## config.mk

```make
export PLATFORM = sky130hd
export DESIGN_NAME = tlv8_chunk_merging_parser
export DESIGN_NICKNAME = d
export VERILOG_FILES = /design/src/rtl/tlv8p_pkg.sv /design/src/rtl/tlv8_chunk_merging_parser.sv /design/src/rtl/tlv8p_step.sv /design/src/rtl/tlv8p_outq.sv
export SDC_FILE = /design/constraint.sdc
export NUM_CORES = 1
export LEC_CHECK = 0
export BUFFER_PORTS_ARGS = -buffer_cell sky130_fd_sc_hd__buf_4
export CAP_MARGIN = 25
export CORE_ASPECT_RATIO = 1.25
export CORE_MARGIN = 3
export CORE_UTILIZATION = 39
export CTS_BUF_LIST = sky130_fd_sc_hd__clkbuf_8
export CTS_CLUSTER_DIAMETER = 80
export DETAILED_ROUTE_END_ITERATION = 8
export PLACE_DENSITY_LB_ADDON = 0.12
export SLEW_MARGIN = 20
export SYNTH_ARGS = -nofsm -noshare
export SYNTH_HDL_FRONTEND = slang
export SYNTH_SLANG_ARGS = --single-unit
```

## constraint.sdc

```tcl
create_clock -name clk -period 4.9 [get_ports clk]
set_input_delay 0.49 -clock clk [delete_from_list [all_inputs] [get_ports clk]]
set_output_delay 0.49 -clock clk [all_outputs]
set_load 0.005 [all_outputs]
```

## src/rtl/tlv8p_pkg.sv

```systemverilog
// ----------------------------------------------------------------------------
// tlv8p_pkg
// Types and constants shared by the TLV8 chunk merging parser modules.
// ----------------------------------------------------------------------------
package tlv8p_pkg;

  localparam logic [7:0] FULL_CHUNK = 8'd255;
  localparam int unsigned MAX_RESULTS = 2;
  localparam int unsigned QUEUE_DEPTH = 4;
  localparam int unsigned QUEUE_AW = $clog2(QUEUE_DEPTH);

  typedef struct packed {
    logic [7:0] item_type;
    logic [7:0] value_byte;
    logic       byte_valid;
    logic       value_end;
    logic       truncated_error;
  } result_t;

  typedef struct packed {
    logic [1:0] count;
    result_t    res0;
    result_t    res1;
  } push_t;

endpackage

```

## src/rtl/tlv8_chunk_merging_parser.sv

```systemverilog
// ----------------------------------------------------------------------------
// tlv8_chunk_merging_parser
// TLV8 byte stream parser that merges 255-byte chunks of one type.
// ----------------------------------------------------------------------------
// The parser takes one raw buffer byte per clock while in_ready is high and
// turns it into zero, one or two result beats in the same cycle, which enter
// a four-entry result queue whose registers feed the output. One byte is
// accepted in every cycle while the queue has room for two beats, so with a
// ready consumer the sustained rate is one byte per clock, and the output
// port, at one beat per clock, is what sets the limit when bytes that yield
// two results come in a run.
module tlv8_chunk_merging_parser (
  input  logic       clk,
  input  logic       rst_n,
  input  logic       in_valid,
  output logic       in_ready,
  input  logic [7:0] in_data_byte,
  input  logic       in_buffer_end,
  output logic       out_valid,
  input  logic       out_ready,
  output logic [7:0] out_item_type,
  output logic [7:0] out_value_byte,
  output logic       out_byte_valid,
  output logic       out_value_end,
  output logic       out_truncated_error
);

  tlv8p_pkg::push_t   push;
  tlv8p_pkg::result_t out_res;
  logic               advance;

  assign advance = in_valid && in_ready;

  tlv8p_step u_step (
    .clk        (clk),
    .rst_n      (rst_n),
    .advance    (advance),
    .data_byte  (in_data_byte),
    .buffer_end (in_buffer_end),
    .push       (push)
  );

  tlv8p_outq u_outq (
    .clk          (clk),
    .rst_n        (rst_n),
    .push         (push),
    .room_for_two (in_ready),
    .out_valid    (out_valid),
    .out_ready    (out_ready),
    .out_res      (out_res)
  );

  assign out_item_type       = out_res.item_type;
  assign out_value_byte      = out_res.value_byte;
  assign out_byte_valid      = out_res.byte_valid;
  assign out_value_end       = out_res.value_end;
  assign out_truncated_error = out_res.truncated_error;

endmodule

```

## src/rtl/tlv8p_step.sv

```systemverilog
// ----------------------------------------------------------------------------
// tlv8p_step
// Parser state and the per-byte decode that yields up to two result beats.
// ----------------------------------------------------------------------------
module tlv8p_step (
  input  logic              clk,
  input  logic              rst_n,
  input  logic              advance,
  input  logic [7:0]        data_byte,
  input  logic              buffer_end,
  output tlv8p_pkg::push_t  push
);

  typedef enum logic [1:0] {
    PH_TYPE  = 2'd0,
    PH_LEN   = 2'd1,
    PH_VALUE = 2'd2
  } phase_t;

  phase_t     phase_r, phase_nxt;
  logic [7:0] cur_type_r, cur_type_nxt;
  logic [7:0] remaining_r, remaining_nxt;
  logic       was_full_r, was_full_nxt;
  logic [7:0] held_byte_r, held_byte_nxt;
  logic       held_valid_r, held_valid_nxt;
  logic       continuing_r, continuing_nxt;

  function automatic tlv8p_pkg::result_t mk(input logic [7:0] t, input logic [7:0] v,
                                            input logic vld, input logic e,
                                            input logic tr);
    tlv8p_pkg::result_t r;
    r.item_type       = t;
    r.value_byte      = v;
    r.byte_valid      = vld;
    r.value_end       = e;
    r.truncated_error = tr;
    return r;
  endfunction

  always_comb begin
    tlv8p_pkg::result_t res [2];
    logic [1:0]         n;
    logic [7:0]         rem_dec;

    res[0] = '0;
    res[1] = '0;
    n      = 2'd0;
    rem_dec = remaining_r - 8'd1;

    phase_nxt      = phase_r;
    cur_type_nxt   = cur_type_r;
    remaining_nxt  = remaining_r;
    was_full_nxt   = was_full_r;
    held_byte_nxt  = held_byte_r;
    held_valid_nxt = held_valid_r;
    continuing_nxt = continuing_r;

    unique case (phase_r)
      PH_TYPE: begin
        if (held_valid_r && data_byte == cur_type_r && !buffer_end) begin
          continuing_nxt = 1'b1;
        end else begin
          if (held_valid_r) begin
            res[n[0]] = mk(cur_type_r, held_byte_r, 1'b1, 1'b1, 1'b0);
            n = n + 2'd1;
            held_valid_nxt = 1'b0;
          end
          continuing_nxt = 1'b0;
        end
        cur_type_nxt = data_byte;
        phase_nxt    = PH_LEN;
        if (buffer_end) begin
          res[n[0]] = mk(data_byte, 8'd0, 1'b0, 1'b1, 1'b1);
          n = n + 2'd1;
        end
      end
      PH_LEN: begin
        if (continuing_r && held_valid_r) begin
          res[n[0]] = mk(cur_type_r, held_byte_r, 1'b1, data_byte == 8'd0, 1'b0);
          n = n + 2'd1;
          held_valid_nxt = 1'b0;
        end
        continuing_nxt = 1'b0;
        if (data_byte == 8'd0) begin
          res[n[0]] = mk(cur_type_r, 8'd0, 1'b0, 1'b1, 1'b0);
          n = n + 2'd1;
          was_full_nxt = 1'b0;
          phase_nxt    = PH_TYPE;
        end else begin
          remaining_nxt = data_byte;
          was_full_nxt  = (data_byte == tlv8p_pkg::FULL_CHUNK);
          phase_nxt     = PH_VALUE;
          if (buffer_end) begin
            res[n[0]] = mk(cur_type_r, 8'd0, 1'b0, 1'b1, 1'b1);
            n = n + 2'd1;
          end
        end
      end
      default: begin
        remaining_nxt = rem_dec;
        if (rem_dec != 8'd0) begin
          res[0] = mk(cur_type_r, data_byte, 1'b1, 1'b0, 1'b0);
          n = 2'd1;
          if (buffer_end) begin
            res[1] = mk(cur_type_r, 8'd0, 1'b0, 1'b1, 1'b1);
            n = 2'd2;
          end
        end else if (was_full_r && !buffer_end) begin
          held_byte_nxt  = data_byte;
          held_valid_nxt = 1'b1;
          phase_nxt      = PH_TYPE;
        end else begin
          res[0] = mk(cur_type_r, data_byte, 1'b1, 1'b1, 1'b0);
          n = 2'd1;
          phase_nxt = PH_TYPE;
        end
      end
    endcase

    if (buffer_end) begin
      phase_nxt      = PH_TYPE;
      remaining_nxt  = 8'd0;
      was_full_nxt   = 1'b0;
      held_byte_nxt  = 8'd0;
      held_valid_nxt = 1'b0;
      continuing_nxt = 1'b0;
    end

    push.count = advance ? n : 2'd0;
    push.res0  = res[0];
    push.res1  = res[1];
  end

  always_ff @(posedge clk) begin
    if (!rst_n) begin
      phase_r      <= PH_TYPE;
      cur_type_r   <= 8'd0;
      remaining_r  <= 8'd0;
      was_full_r   <= 1'b0;
      held_byte_r  <= 8'd0;
      held_valid_r <= 1'b0;
      continuing_r <= 1'b0;
    end else if (advance) begin
      phase_r      <= phase_nxt;
      cur_type_r   <= cur_type_nxt;
      remaining_r  <= remaining_nxt;
      was_full_r   <= was_full_nxt;
      held_byte_r  <= held_byte_nxt;
      held_valid_r <= held_valid_nxt;
      continuing_r <= continuing_nxt;
    end
  end

endmodule

```

## src/rtl/tlv8p_outq.sv

```systemverilog
// ----------------------------------------------------------------------------
// tlv8p_outq
// Result queue that takes up to two beats per cycle and sends one per cycle while out_ready is high.
// ----------------------------------------------------------------------------
module tlv8p_outq (
  input  logic               clk,
  input  logic               rst_n,
  input  tlv8p_pkg::push_t   push,
  output logic               room_for_two,
  output logic               out_valid,
  input  logic               out_ready,
  output tlv8p_pkg::result_t out_res
);

  localparam int unsigned AW = tlv8p_pkg::QUEUE_AW;
  localparam logic [AW:0] DEPTH = (AW + 1)'(tlv8p_pkg::QUEUE_DEPTH);

  tlv8p_pkg::result_t mem [tlv8p_pkg::QUEUE_DEPTH];

  logic [AW-1:0] wr_ptr_r, wr_ptr_nxt;
  logic [AW-1:0] rd_ptr_r, rd_ptr_nxt;
  logic [AW:0]   count_r, count_nxt;
  logic          pop;

  assign pop          = out_valid && out_ready;
  assign out_valid    = (count_r != '0);
  assign room_for_two = (count_r <= DEPTH - (AW + 1)'(2));
  assign out_res      = mem[rd_ptr_r];

  always_comb begin
    wr_ptr_nxt = wr_ptr_r + AW'(push.count);
    rd_ptr_nxt = rd_ptr_r + AW'(pop);
    count_nxt  = count_r + (AW + 1)'(push.count) - (AW + 1)'(pop);
  end

  always_ff @(posedge clk) begin
    if (push.count != 2'd0) begin
      mem[wr_ptr_r] <= push.res0;
    end
    if (push.count == 2'd2) begin
      mem[wr_ptr_r + AW'(1)] <= push.res1;
    end
  end

  always_ff @(posedge clk) begin
    if (!rst_n) begin
      wr_ptr_r <= '0;
      rd_ptr_r <= '0;
      count_r  <= '0;
    end else begin
      wr_ptr_r <= wr_ptr_nxt;
      rd_ptr_r <= rd_ptr_nxt;
      count_r  <= count_nxt;
    end
  end

endmodule
```

# After elaboration in Yosys (flattened, before gate mapping)
# Memory sizes are Yosys's and may differ from the RTL's. A register that Yosys moved wholly into a read port is not among the register bits.
# Cells that the tools add are included.
[totals]
register_bits = 36
ram_bits = 76
input_bits = 13
out_inout_bits = 21
elab_cells = 124
memories = 1
[memory_table]
columns = ["memory", "words", "width", "rd", "rd_ports_with_merged_regs", "wr", "line", "rtl"]
rows = [
  ["u_outq.mem", 4, 19, 1, 1, 2, "tlv8p_outq.sv:18", "tlv8p_pkg::result_t mem [tlv8p_pkg::QUEUE_DEPTH];"],
]
[op_classes]
n_addsub = 8
order_cmp = 5
n_eq_ne = 11
mux = 61
n_bitwise = 2
reduce_logical = 26
[op_table]
columns = ["operator", "count"]
rows = [
  ["19-bit two-way mux", 11],
  ["38-bit bitwise mux", 3],
  ["38-bit two-way mux", 3],
  ["38-bit case mux with 2 select lines", 1],
  ["8-bit two-way mux", 6],
  ["19-bit demux with 1-bit select", 2],
  ["2-bit two-way mux", 13],
  ["1-bit two-way mux", 17],
  ["8-bit case mux with 2 select lines", 1],
  ["8-bit equality test", 1],
  ["8-bit equality test (second input constant)", 1],
  ["1-bit logical AND", 8],
  ["8-bit logical NOT", 1],
  ["2-bit case mux with 2 select lines", 2],
  ["2-bit AND reduction", 4],
  ["8-bit nonzero test", 1],
  ["8-bit by 1-bit subtractor with 8-bit output (second input constant)", 1],
  ["2-bit by 1-bit adder with 2-bit output (second input constant)", 3],
  ["3-bit != test (second input constant)", 2],
  ["2-bit nonzero test", 3],
  ["3-bit nonzero test", 2],
  ["5-bit AND reduction", 1],
  ["2-bit >= comparator (second input constant)", 2],
  ["2-bit by 1-bit less-than comparator with 1-bit output (second input constant)", 2],
  ["other kinds (19)", 22],
]

# Depth between registers and ports, before layout
# Gate-level depths: netlist of the first run.
[logic_depth]
word_depth = 13
mapped_depth = 19
ltp_nobuf = 18

# Modules after synthesis
# From an unflattened synthesis of the first run, not the netlist that was laid out.
[unflattened]
hier_cells = 512
hier_area_um2 = 6401.1
[by_module_without_submodules]
columns = ["module", "n_inst", "cells_per_inst", "area_per_inst_um2", "seq_area_each_um2"]
rows = [
  ["tlv8p_outq", 1, 231, 4242.8, 2422.3],
  ["tlv8p_step", 1, 280, 2152.1, 580.6],
  ["tlv8_chunk_merging_parser", 1, 1, 6.3, 0.0],
]

# Least setup slack after synthesis of the first run
# No wires, ideal clock.
[synth_timing]
path_type = "input to register"
start = "in in_data_byte[5]"
end = "mem u_outq.mem[3][0] in the netlist's numbering (enable)"
setup_time_ps = 424
arrival_ps = 4043
required_time_ps = 4476
path_slack_ps = 433
path_stages = 14
path_buffers = 1
path_cell_list = "buf_2 > xor2_1 > nor4_1 > nand3_1 > and2_1 > ha_1 > inv_1 > o311ai_0 > a221o_1 > nor2_1 > nand2_1 > inv_1 > nand2_1 > a21boi_0"
[synth_lines]
columns = ["element", "line", "rtl"]
rows = [
  ["from (decl)", "tlv8_chunk_merging_parser.sv:17", "input logic [7:0] in_data_byte,"],
  ["to (decl)", "tlv8p_outq.sv:18", ""],
]

==> reports/qor.txt, run 1 <==
=================================================================================================
Post-synthesis cell count                                                                     496
Via count of the first global-routing pass                                                  4,116
Row cnt                                                                                        50
Total power per unit cell area                                                         372 mW/mm²
Pin count of the biggest net entering global routing                                           32
Io pins                                                                                        34
Number of failing hold endpoints at the final stage                                             0
Ys async rst share                                                                              0
CTS sink count                                                                                112
Endpoint required time on the critical path                                               5.01 ns
Count of inserted antenna diode cells                                                           0
Routability Congestion                                                                      0.852
Number of maximum-capacitance violations                                                        0
Slack of the worst reg-to-reg path                                                        0.97 ns
Peak Freq                                                                                 254 MHz
First element of the critical path                                                   u_step.cur_type_r[5]
Crit path capture                                                                    u_outq.mem[0][3]
Worst hold path class                                                                      in2reg
Number of distinct library cell variants in the gate-level netlist after synthesis             64
PortBufs                                                                                       33
Syn Std Cell Area                                                                     0.00606 mm²
RSZ-0062 raised after global routing                                                        false
Detailed-routed wire length on met3                                                        307 µm
Maximum clock skew at final layout                                                      0.0123 ns
Count of vias placed by the detailed router                                                 3,986
Clock H-tree levels                                                                             3
Total Power                                                                               2.50 mW
Height of the die                                                                          145 µm
Highest metal layer used by the detailed router                                              met4
Total wire length                                                                       14,300 µm
Final Max Tran Viols                                                                            0
Die Area                                                                               0.0171 mm²
Max stage delay cell, worst path                                                     sky130_fd_sc_hd__o21bai_2
Nets in the synthesized netlist                                                               522
HPWL Detailed                                                                             9830 µm
Source-to-sink clock delay at the later pin of the worst-skew pair                        0.39 ns
Overall routing resource usage                                                              0.171
Type of origin of the critical path                                                      register
Cell chosen for the clock root                                                       sky130_fd_sc_hd__clkbuf_8
Routed wirelength normalized by instance count                                            19.6 µm
Chip Width                                                                                 117 µm
Share of post-route cells with drive strength above 1                                       0.210
Floorplan Core Area                                                                    0.0151 mm²
Most common library cell in the layout ignoring fill and taps                        sky130_fd_sc_hd__edfxtp_1
Number of warnings issued by yosys                                                              0
Effective utilization at floorplan                                                          0.402
CTS clock-pin slew for the worst setup and hold paths                                     0.10 ns
Prevailing post-synth register cell                                                  sky130_fd_sc_hd__edfxtp_1
Number of nets still failing antenna checks after routing                                       0
Total non-filler cell area in the finished layout                                     0.00671 mm²
Overflow left after global routing                                                              0
Data arrival time of the critical path                                                    4.04 ns
Post-detailed-route via-to-cell ratio                                                        5.45
DR DRC count                                                                                    0
CTS buffer count                                                                                9
Worst hold path depth                                                                           2
Post-layout utilization of the core                                                         0.445
# Post-CTS Setup Buffers                                                                        0
Stage delay of the slowest cell on the critical path                                      0.69 ns
Buffers plus inverters on the worst setup path                                                  3
Finish-stage setup viols                                                                        0
Number of DRC violations after detailed-routing iteration 0                                   195
Pin slew with the least headroom to its limit                                            0.905 ns
Leakage power of the design                                                               2.60 nW
Wire length on met2                                                                       7240 µm
Max_slew headroom                                                                           0.396
Number of nets at the end of the flow                                                         545
Worst Path Max Fanout                                                                          16
Count of TritonRoute iterations in the first routing pass                                       4
Number of antenna violations at the first check in global routing                               0
Worst r2r src                                                                        u_step.cur_type_r[5]
Result of the run                                                                    finished clean
Wire length on met1                                                                       6430 µm
Number of flops mapped to enable cells by yosys                                                76
Cells along the critical path                                                        xor2_1, nor4_1, nand3_1, and2_1, ha_1, inv_1, o311ai_0, a221o_1, nor2_1, nand2_1, inv_1, nor2_1, o21bai_2, buf_4
Clock tree from TritonCTS                                                                    done
Placed cell areas                                                                     0.00651 mm²
Portion of the clock cycle consumed by the worst path in the final layout                   0.802
Crit path max-delay family                                                           simple AND/OR/NAND/NOR gates
Layout Area Growth over Synthesis                                                           10.7%
Syn avg cell area                                                                        12.2 µm²
Most frequent cells in the layout                                                    sky130_fd_sc_hd__edfxtp_1, sky130_fd_sc_hd__nor2_1, sky130_fd_sc_hd__buf_4, sky130_fd_sc_hd__mux2i_1, sky130_fd_sc_hd__dfxtp_1
Register bit total from synthesis                                                             112
Total negative setup slack                                                                   0 ns
HP Start                                                                             in_data_byte[5]
FF-to-FF path depth                                                                            14
Path length in cells of the critical path                                                      14
Part of the Yosys area used for sequential elements                                         0.496
Max IR drop VDD                                                                          0.156 mV
Reg2reg end                                                                          u_outq.mem[0][3]
Number of gates resized after cts                                                               0
Worst setup path class                                                                    reg2reg
Cts hold-fix bufs                                                                               0
Clock Path Buffers                                                                              2
Endpoint class of the critical path                                                      register
Final critical path time including I/O delays and setup                                   3.93 ns
Global-route wire length before repair                                                  23,000 µm
=================================================================================================
registers in the layout (all words and copies together) (netlist names):
register / flops
u_step.cur_type_r: 8
u_step.continuing_r: 1
u_outq.count_r: 3
u_step.remaining_r: 8
u_step.held_byte_r: 8
u_outq.rd_ptr_r: 2
u_outq.wr_ptr_r: 2
u_step.was_full_r: 1
u_step.held_valid_r: 1
u_step.phase_r: 2
u_outq.mem: 76
worst reg2reg max path: stages (launching register included):
cell and delay [ns]:
sky130_fd_sc_hd__dfxtp_1 0.38, sky130_fd_sc_hd__xor2_1 0.18, sky130_fd_sc_hd__nor4_1 0.49, sky130_fd_sc_hd__nand3_1 0.22, sky130_fd_sc_hd__and2_1 0.23, sky130_fd_sc_hd__ha_1 0.28, sky130_fd_sc_hd__inv_1 0.05, sky130_fd_sc_hd__o311ai_0 0.09
sky130_fd_sc_hd__a221o_1 0.35, sky130_fd_sc_hd__nor2_1 0.12, sky130_fd_sc_hd__nand2_1 0.08, sky130_fd_sc_hd__inv_1 0.13, sky130_fd_sc_hd__nor2_1 0.09, sky130_fd_sc_hd__o21bai_2 0.69, sky130_fd_sc_hd__buf_4 0.27
final cells by class:
| class | count | area (µm²) |
|---|---|---|
| inverter | 12 | 45.0 |
| sequential | 112 | 3000 |
| clock inverter | 6 | 68.8 |
| timing repair buffer | 47 | 360 |
| multi-input combinational | 337 | 2850 |
| tap | 208 | 260 |
| clock buffer | 9 | 124 |
| fill | 1430 | 8370 |
power by group:
| part | switching, mW | leakage (nW) | internal (mW) | total [mW] |
|---|---|---|---|---|
| Clock | 0.330 | 0.101 | 0.239 | 0.568 |
| Combinational | 0.375 | 1.52 | 0.386 | 0.760 |
| Sequential | 0.0661 | 0.985 | 1.10 | 1.17 |
kinds of logic after synthesis:
logic type | count (synthesis) | synth area share
flip-flops | 112 | 0.496
buffers and inverters | 47 | 0.0386
XOR/XNOR | 15 | 0.0217
adder cells (fa/ha/maj) | 13 | 0.0281
AO/OA/AOI/OAI | 98 | 0.142
AND/OR/NAND/NOR | 148 | 0.131
multiplexers | 63 | 0.143
per-layer routing:
layer | track usage | up-vias
met5 | 0 | -
met4 | 0.0739 | 0
met3 | 0.0171 | 21
met2 | 0.297 | 57
met1 | 0.218 | 2014
li1 | - | 1894
Yosys cell counts, drive strengths merged, types with 4 or more instances:
cell | number | area share
buf | 23 | 0.024
mux4 | 19 | 0.071
a21oi | 16 | 0.014
a22oi | 26 | 0.050
a21boi | 8 | 0.0099
nand3 | 7 | 0.0058
inv | 12 | 0.0074
o21bai | 4 | 0.0068
a22o | 8 | 0.012
xor2 | 10 | 0.014
nor2 | 54 | 0.033
xnor2 | 5 | 0.0072
nor4 | 6 | 0.012
nor3 | 6 | 0.0058
edfxtp | 76 | 0.38
nor2b | 18 | 0.019
and2 | 13 | 0.013
o21ai | 11 | 0.0091
mux2i | 44 | 0.073
nand2 | 22 | 0.014
nand2b | 8 | 0.0083
ha | 12 | 0.025
clkbuf | 12 | 0.0074
dfxtp | 36 | 0.12
worst min path at each step:
stage | end | slack [ns]
finish | u_step.held_byte_r[5] | 0.44
global route | u_step.held_byte_r[5] | 0.43
CTS | u_step.held_byte_r[5] | 0.41
detailed placement | u_step.held_byte_r[6] | 0.47
global placement | u_step.held_byte_r[7] | 0.46
floorplan | u_step.held_byte_r[0] | 0.45
per-stage QoR:
step	hold WS [ns]	setup WS (ns)	instances
after CTS	0.410	0.894	731
after floorplan	0.450	0.433	496
final	0.439	0.969	731
after global routing	0.431	0.623	731
after global placement	0.462	0.719	715
after detailed placement	0.465	0.612	716
No activity file was read; power rests on OpenSTA's default activity.
==> inputs of run 2 (changes only) <==
==> constraint.sdc (replaced) <==
create_clock -name clk -period 3.35 [get_ports clk]
set_input_delay 0.335 -clock clk [delete_from_list [all_inputs] [get_ports clk]]
set_output_delay 0.335 -clock clk [all_outputs]
set_load 0.005 [all_outputs]
==> reports/qor.txt, run 2 (same netlist as run 1, synthesis figures left out) <==
========================================================================================
Result of the run                                                           finished clean
Height of the die                                                                 145 µm   unchanged
Routed wirelength normalized by instance count                                   18.6 µm   -4.8%
Cell chosen for the clock root                                              sky130_fd_sc_hd__clkbuf_8
Cells along the critical path                                               xor2_1, nor4_2, buf_4, nand3_2, and2_4, ha_4, inv_1, o311ai_1, a221o_1, nor2_1, nand2_1, ha_1, inv_1, ha_1, inv_1, fa_2, xor2_1, xnor2_1, and2_1
Final Max Tran Viols                                                                   0   unchanged
Total Power                                                                      3.65 mW   +46%
Worst hold path depth                                                                  2   unchanged
Floorplan Core Area                                                           0.0151 mm²   unchanged
CTS sink count                                                                       112   unchanged
CTS buffer count                                                                       9   unchanged
Most common library cell in the layout ignoring fill and taps               sky130_fd_sc_hd__edfxtp_1
Row cnt                                                                               50   unchanged
Buffers plus inverters on the worst setup path                                         4   +1
Total wire length                                                              14,300 µm   -0.25%
Post-layout utilization of the core                                                0.468   +0.0236
Stage delay of the slowest cell on the critical path                             0.34 ns   -0.35 ns
Final critical-path setup slack                                               0.00880 ns   -0.960 ns
Number of failing hold endpoints at the final stage                                    0   unchanged
FF-to-FF path depth                                                                   19   +5
Number of nets at the end of the flow                                                579   +6.2%
Pin count of the biggest net entering global routing                                  32   unchanged
Cell type with the highest occurrence count on the critical path            sky130_fd_sc_hd__inv_1
Cts hold-fix bufs                                                                      0   unchanged
Register with the highest flop count                                          u_outq.mem
Count of inserted antenna diode cells                                                  0   unchanged
Number of DRC violations after detailed-routing iteration 0                          203   +4.1%
Max stage delay cell, worst path                                            sky130_fd_sc_hd__dfxtp_2
Maximum clock skew at final layout                                             0.0141 ns   +0.00173 ns
Chip Width                                                                        117 µm   unchanged
Max_slew headroom                                                                  0.530   +0.135
Most frequent cells in the layout                                           sky130_fd_sc_hd__edfxtp_1, sky130_fd_sc_hd__buf_4, sky130_fd_sc_hd__nor2_1, sky130_fd_sc_hd__mux2i_1, sky130_fd_sc_hd__dfxtp_1
Post-place setup slack                                                         -0.346 ns   -0.958 ns
Pin slew with the least headroom to its limit                                   0.704 ns   -0.200 ns
Max IR drop VDD                                                                 0.244 mV   +56%
Flip-flop count of the largest register after layout                                  76   unchanged
Overflow left after global routing                                                     0   unchanged
Die Area                                                                      0.0171 mm²   unchanged
Source-to-sink clock delay at the later pin of the worst-skew pair               0.40 ns   about the same
DR DRC count                                                                           0   unchanged
Crit path max-delay family                                                   adder cells
Number of antenna violations at the first check in global routing                      0   unchanged
Endpoint required time on the critical path                                      3.65 ns   -1.36 ns
Layout Area Growth over Synthesis                                                  16.5%
Endpoint class of the critical path                                             register
Worst Path Max Fanout                                                                  3   -13
HPWL Detailed                                                                    9870 µm   +0.44%
Count of TritonRoute iterations in the first routing pass                              4   unchanged
Share of post-route cells with drive strength above 1                              0.271   +0.0603
Leakage power of the design                                                      2.78 nW   +7.0%
Path length in cells of the critical path                                             19   +5
Worst hold path class                                                             in2reg
Global-route wire length before repair                                         23,300 µm   +1.0%
Portion of the clock cycle consumed by the worst path in the final layout          0.997   +0.195
Overall routing resource usage                                                     0.174   +0.00371
Finish-stage setup viols                                                               0   unchanged
Number of maximum-capacitance violations                                               0   unchanged
Final critical path time including I/O delays and setup                          3.34 ns   -0.590 ns
Effective utilization at floorplan                                                 0.402   unchanged
Routability Congestion                                                             0.859   +0.80%
CTS clock-pin slew for the worst setup and hold paths                            0.11 ns   about the same
Worst setup path class                                                           reg2reg
RSZ-0062 raised after global routing                                                true
Peak Freq                                                                        299 MHz   +18%
# fillers                                                                          1,407   -1.6%
Clock H-tree levels                                                                    3   unchanged
Total power per unit cell area                                                516 mW/mm²   +39%
Io pins                                                                               34   unchanged
PortBufs                                                                              33   unchanged
Type of origin of the critical path                                             register
Count of vias placed by the detailed router                                        4,020   +0.85%
Post-detailed-route via-to-cell ratio                                               5.25   -3.8%
Clock Path Buffers                                                                     2   unchanged
Data arrival time of the critical path                                           3.64 ns   -0.40 ns
Clock tree from TritonCTS                                                           done
Via count of the first global-routing pass                                         4,294   +4.3%
Number of nets still failing antenna checks after routing                              0   unchanged
Total negative setup slack                                                          0 ns   unchanged
========================================================================================
-- run 2: path summary, 6_finish.rpt --
kind	start	to	slack (ns)
setup reg to reg	u_step.cur_type_r[2]	u_outq.count_r[2]	0.009
hold reg to reg	u_step.held_byte_r[7]	u_step.held_byte_r[7]	0.49
hold / removal	rst_n	u_step.remaining_r[2]	0.33
setup / recovery	u_step.cur_type_r[2]	u_outq.count_r[2]	0.009
-- run 2: repair_timing --
item                                   CTS  global route
pin swaps                                2             1
resized for setup                        3             2
cloned                                   0             0
setup endpoints to repair                2             2
endpoints found under the hold margin    0             0
buffers inserted                         1             2
-- run 2: stage by stage --
step                      instances  hold WS, ns  instance area [µm²]
after floorplan                 496        0.450                 6100
after global placement          746        0.463                 6840
after detailed placement        746        0.465                 6840
after CTS                       763        0.315                 7040
after global routing            766        0.343                 7060
final                           766        0.327                 7060
-- run 2: area by class of cell --
class / instances / area (µm²) / area share
flip-flops and latches: 112 / 3010 / 0.426
clock inverters: 7 / 47.5 / 0.00673
well taps: 208 / 260 / 0.0369
multi-input cells: 337 / 2870 / 0.407
repair buffers: 81 / 706 / 0.0999
inverters: 12 / 45.0 / 0.00638
clock buffers: 9 / 124 / 0.0175
-- run 2: report_power, final --
group	internal, mW	leakage, nW	switching (mW)	total, mW
Clock	0.273	0.0912	0.492	0.765
Sequential	1.61	0.985	0.0570	1.67
Combinational	0.620	1.71	0.597	1.22
-- run 2: layer usage --
layer	global-route usage	wire, µm	vias up
met4	0.0798	408	0
met5	0	0	-
met1	0.217	6300	1965
li1	-	-	1968
met2	0.301	7250	63
met3	0.0249	303	24
==> inputs of run 3 (changes only) <==
--- a/config.mk
+++ b/config.mk
@@ -9,7 +9,7 @@
 export CAP_MARGIN = 25
 export CORE_ASPECT_RATIO = 1.25
 export CORE_MARGIN = 3
-export CORE_UTILIZATION = 39
+export CORE_UTILIZATION = 40
 export CTS_BUF_LIST = sky130_fd_sc_hd__clkbuf_8
 export CTS_CLUSTER_DIAMETER = 80
 export DETAILED_ROUTE_END_ITERATION = 8
==> reports/qor.txt, run 3 (same netlist as run 1, synthesis figures left out) <==
========================================================================================
HP Start                                                                           rst_n
CTS buffer count                                                                       9   unchanged
Io pins                                                                               34   unchanged
Final critical-path setup slack                                               -0.0357 ns   -0.0445 ns
Data arrival time of the critical path                                           3.67 ns   +0.03 ns
Pin count of the biggest net entering global routing                                  32   unchanged
Total negative setup slack                                                    -0.0357 ns   -0.0357 ns
Comb pwr share                                                                     0.323   -0.011
# placed instances                                                                   718   -3.8%
Via count of the first global-routing pass                                         4,162   -3.1%
Count of vias placed by the detailed router                                        4,027   +0.17%
HPWL Detailed                                                                    9770 µm   -1.1%
Worst hold path depth                                                                  2   unchanged
Max IR drop VDD                                                                 0.207 mV   -15%
Count of inserted antenna diode cells                                                  0   unchanged
Clock network fraction of design power                                             0.235   +0.025
Die Area                                                                      0.0167 mm²   -2.4%
Number of nets still failing antenna checks after routing                              0   unchanged
Internal power                                                                   2.61 mW   +4.2%
Reg2reg end                                                                 u_outq.count_r[2]
Peak Freq                                                                        295 MHz   -1.3%
Post-layout utilization of the core                                                0.484   +0.0157
Worst setup path class                                                           reg2reg
Overflow left after global routing                                                     0   unchanged
Type of origin of the critical path                                             register
Overall routing resource usage                                                     0.178   +0.00311
Worst r2r src                                                               u_step.cur_type_r[2]
Result of the run                                                           finished, violations left
Effective utilization at floorplan                                                 0.415   +0.0134
Clock H-tree levels                                                                    3   unchanged
Layout Area Growth over Synthesis                                                  16.6%   about the same
DR DRC count                                                                           0   unchanged
# fillers                                                                          1,327   -5.7%
Routed wirelength normalized by instance count                                   19.0 µm   +2.0%
Total non-filler cell area in the finished layout                            0.00706 mm²   about the same
Violated checks                                                             setup timing
Most frequent cells in the layout                                           sky130_fd_sc_hd__edfxtp_1, sky130_fd_sc_hd__buf_4, sky130_fd_sc_hd__nor2_1, sky130_fd_sc_hd__mux2i_1, sky130_fd_sc_hd__dfxtp_1
Slack of the worst reg-to-reg path                                              -0.04 ns   -0.04 ns
Worst hold slack                                                                0.327 ns   -0.000144 ns
Final critical path time including I/O delays and setup                          3.39 ns   +0.0445 ns
Portion of total power attributed to sequential cells                              0.442   -0.015
Pin slew with the least headroom to its limit                                   0.932 ns   +0.227 ns
Leakage power of the design                                                      2.80 nW   +0.48%
Number of nets at the end of the flow                                                578   -0.17%
Final Max Tran Viols                                                                   0   unchanged
FF-to-FF path depth                                                                   18   -1
Count of TritonRoute iterations in the first routing pass                              4   unchanged
Power dissipated by switching net loads                                          1.16 mW   +0.96%
Floorplan Core Area                                                           0.0146 mm²   -3.2%
Endpoint class of the critical path                                             register
Maximum clock skew at final layout                                             0.0207 ns   +0.00666 ns
Worst Path Max Fanout                                                                  3   unchanged
Max stage delay cell, worst path                                            sky130_fd_sc_hd__dfxtp_2
Register with the highest flop count                                          u_outq.mem
Routability Congestion                                                             0.849   -1.2%
CTS sink count                                                                       112   unchanged
Most common library cell in the layout ignoring fill and taps               sky130_fd_sc_hd__edfxtp_1
Number of maximum-capacitance violations                                               0   unchanged
PortBufs                                                                              33   unchanged
Number of antenna violations at the first check in global routing                      0   unchanged
Placed cell areas                                                            0.00682 mm²   -0.33%
Clock Path Buffers                                                                     2   unchanged
Row cnt                                                                               49   -2.0%
CTS clock-pin slew for the worst setup and hold paths                            0.12 ns   about the same
Global-route wire length before repair                                         22,500 µm   -3.4%
Total power per unit cell area                                                533 mW/mm²   +3.2%
Number of DRC violations after detailed-routing iteration 0                          175   -14%
Flip-flop count of the largest register after layout                                  76   unchanged
Cell chosen for the clock root                                              sky130_fd_sc_hd__clkbuf_8
Clock tree from TritonCTS                                                           done
Max_slew headroom                                                                  0.374   -0.157
Endpoint required time on the critical path                                      3.63 ns   -0.02 ns
Source-to-sink clock delay at the later pin of the worst-skew pair               0.39 ns   about the same
Portion of the clock cycle consumed by the worst path in the final layout           1.01   +0.0133
Final cell count without fillers                                                     735   -4.0%
Stage delay of the slowest cell on the critical path                             0.34 ns   about the same
Worst hold path class                                                             in2reg
Finish-stage setup viols                                                               1   +1
Share of post-route cells with drive strength above 1                              0.276   +0.00587
Switching portion of total power                                                   0.307   -0.00674
Post-detailed-route via-to-cell ratio                                               5.48   +4.4%
Terminating pin of the worst hold path                                      u_step.remaining_r[4]
Number of failing hold endpoints at the final stage                                    0   unchanged
RSZ-0062 raised after global routing                                                true
Total wire length                                                              14,000 µm   -2.1%
Chip Width                                                                        116 µm   -1.2%
Height of the die                                                                 144 µm   -1.2%
Cells along the critical path                                               xor2_1, nor4_2, nand3_1, and2_4, ha_4, inv_2, o311ai_2, a221o_1, nor2_1, nand2_1, ha_1, inv_1, ha_2, inv_2, fa_2, xor2_1, xnor2_1, and2_1
========================================================================================
run 3: worst max path at each step:
stage	endpoint	cells past startpoint	from
after floorplan	u_outq.count_r[2]	19	in_data_byte[2]
after global routing	u_outq.count_r[2]	18	u_step.cur_type_r[2]
final	u_outq.count_r[2]	18	u_step.cur_type_r[2]
after CTS	u_outq.count_r[2]	18	u_step.cur_type_r[5]
after detailed placement	u_outq.count_r[2]	19	in_data_byte[2]
after global placement	u_outq.count_r[2]	19	in_data_byte[2]
run 3: power by group through the flow:
stage | Sequential [mW] | Combinational [mW] | Clock (mW)
floorplan | 1.70 | 0.791 | 0
global placement | 1.69 | 1.22 | 0
detailed placement | 1.70 | 1.23 | 0
CTS | 1.66 | 1.24 | 0.908
global route | 1.68 | 1.36 | 0.962
finish | 1.66 | 1.21 | 0.884
run 3: cell type report:
cell class / count / area, µm² / area share
Multi-Input combinational cell: 337 / 2880 / 0.408
Inverter: 12 / 45.0 / 0.00638
Tap cell: 178 / 223 / 0.0315
Sequential cell: 112 / 3010 / 0.426
Timing Repair Buffer: 80 / 701 / 0.0992
Clock buffer: 10 / 138 / 0.0195
Clock inverter: 6 / 72.6 / 0.0103
run 3: worst max-delay path: cells and delay by family, from the launching register on:
family | cells | cell delay [ns]
xor+xnor | 3 | 0.44
compound gates | 2 | 0.37
flops | 1 | 0.34
simple gates | 6 | 1.01
fa+ha+maj | 4 | 0.98
buf+inv | 3 | 0.13
run 3: routing by layer:
metal | GRT usage | vias up | routed length (µm)
met5 | 0 | - | 0
met4 | 0.0666 | 0 | 210
met3 | 0.0278 | 12 | 458
met2 | 0.306 | 72 | 7180
met1 | 0.224 | 1974 | 6100
li1 | - | 1969 | -
run 3: timing repair:
item                                    4_1_cts  5_1_grt
hold buffers                                  0        0
cloned                                        0        0
gates resized for setup                       2        6
endpoints found under the setup margin        1        2
buffers inserted                              1        0
pin swaps                                     2        2
run 3: stage by stage:
stage	power (mW)	setup WS, ns
6_report	3.76	-0.0357
5_1_grt	4.00	-0.260
4_1_cts	3.81	-0.124
3_5_place_dp	2.93	-0.243
3_3_place_gp	2.91	-0.223
2_1_floorplan	2.49	-0.0609
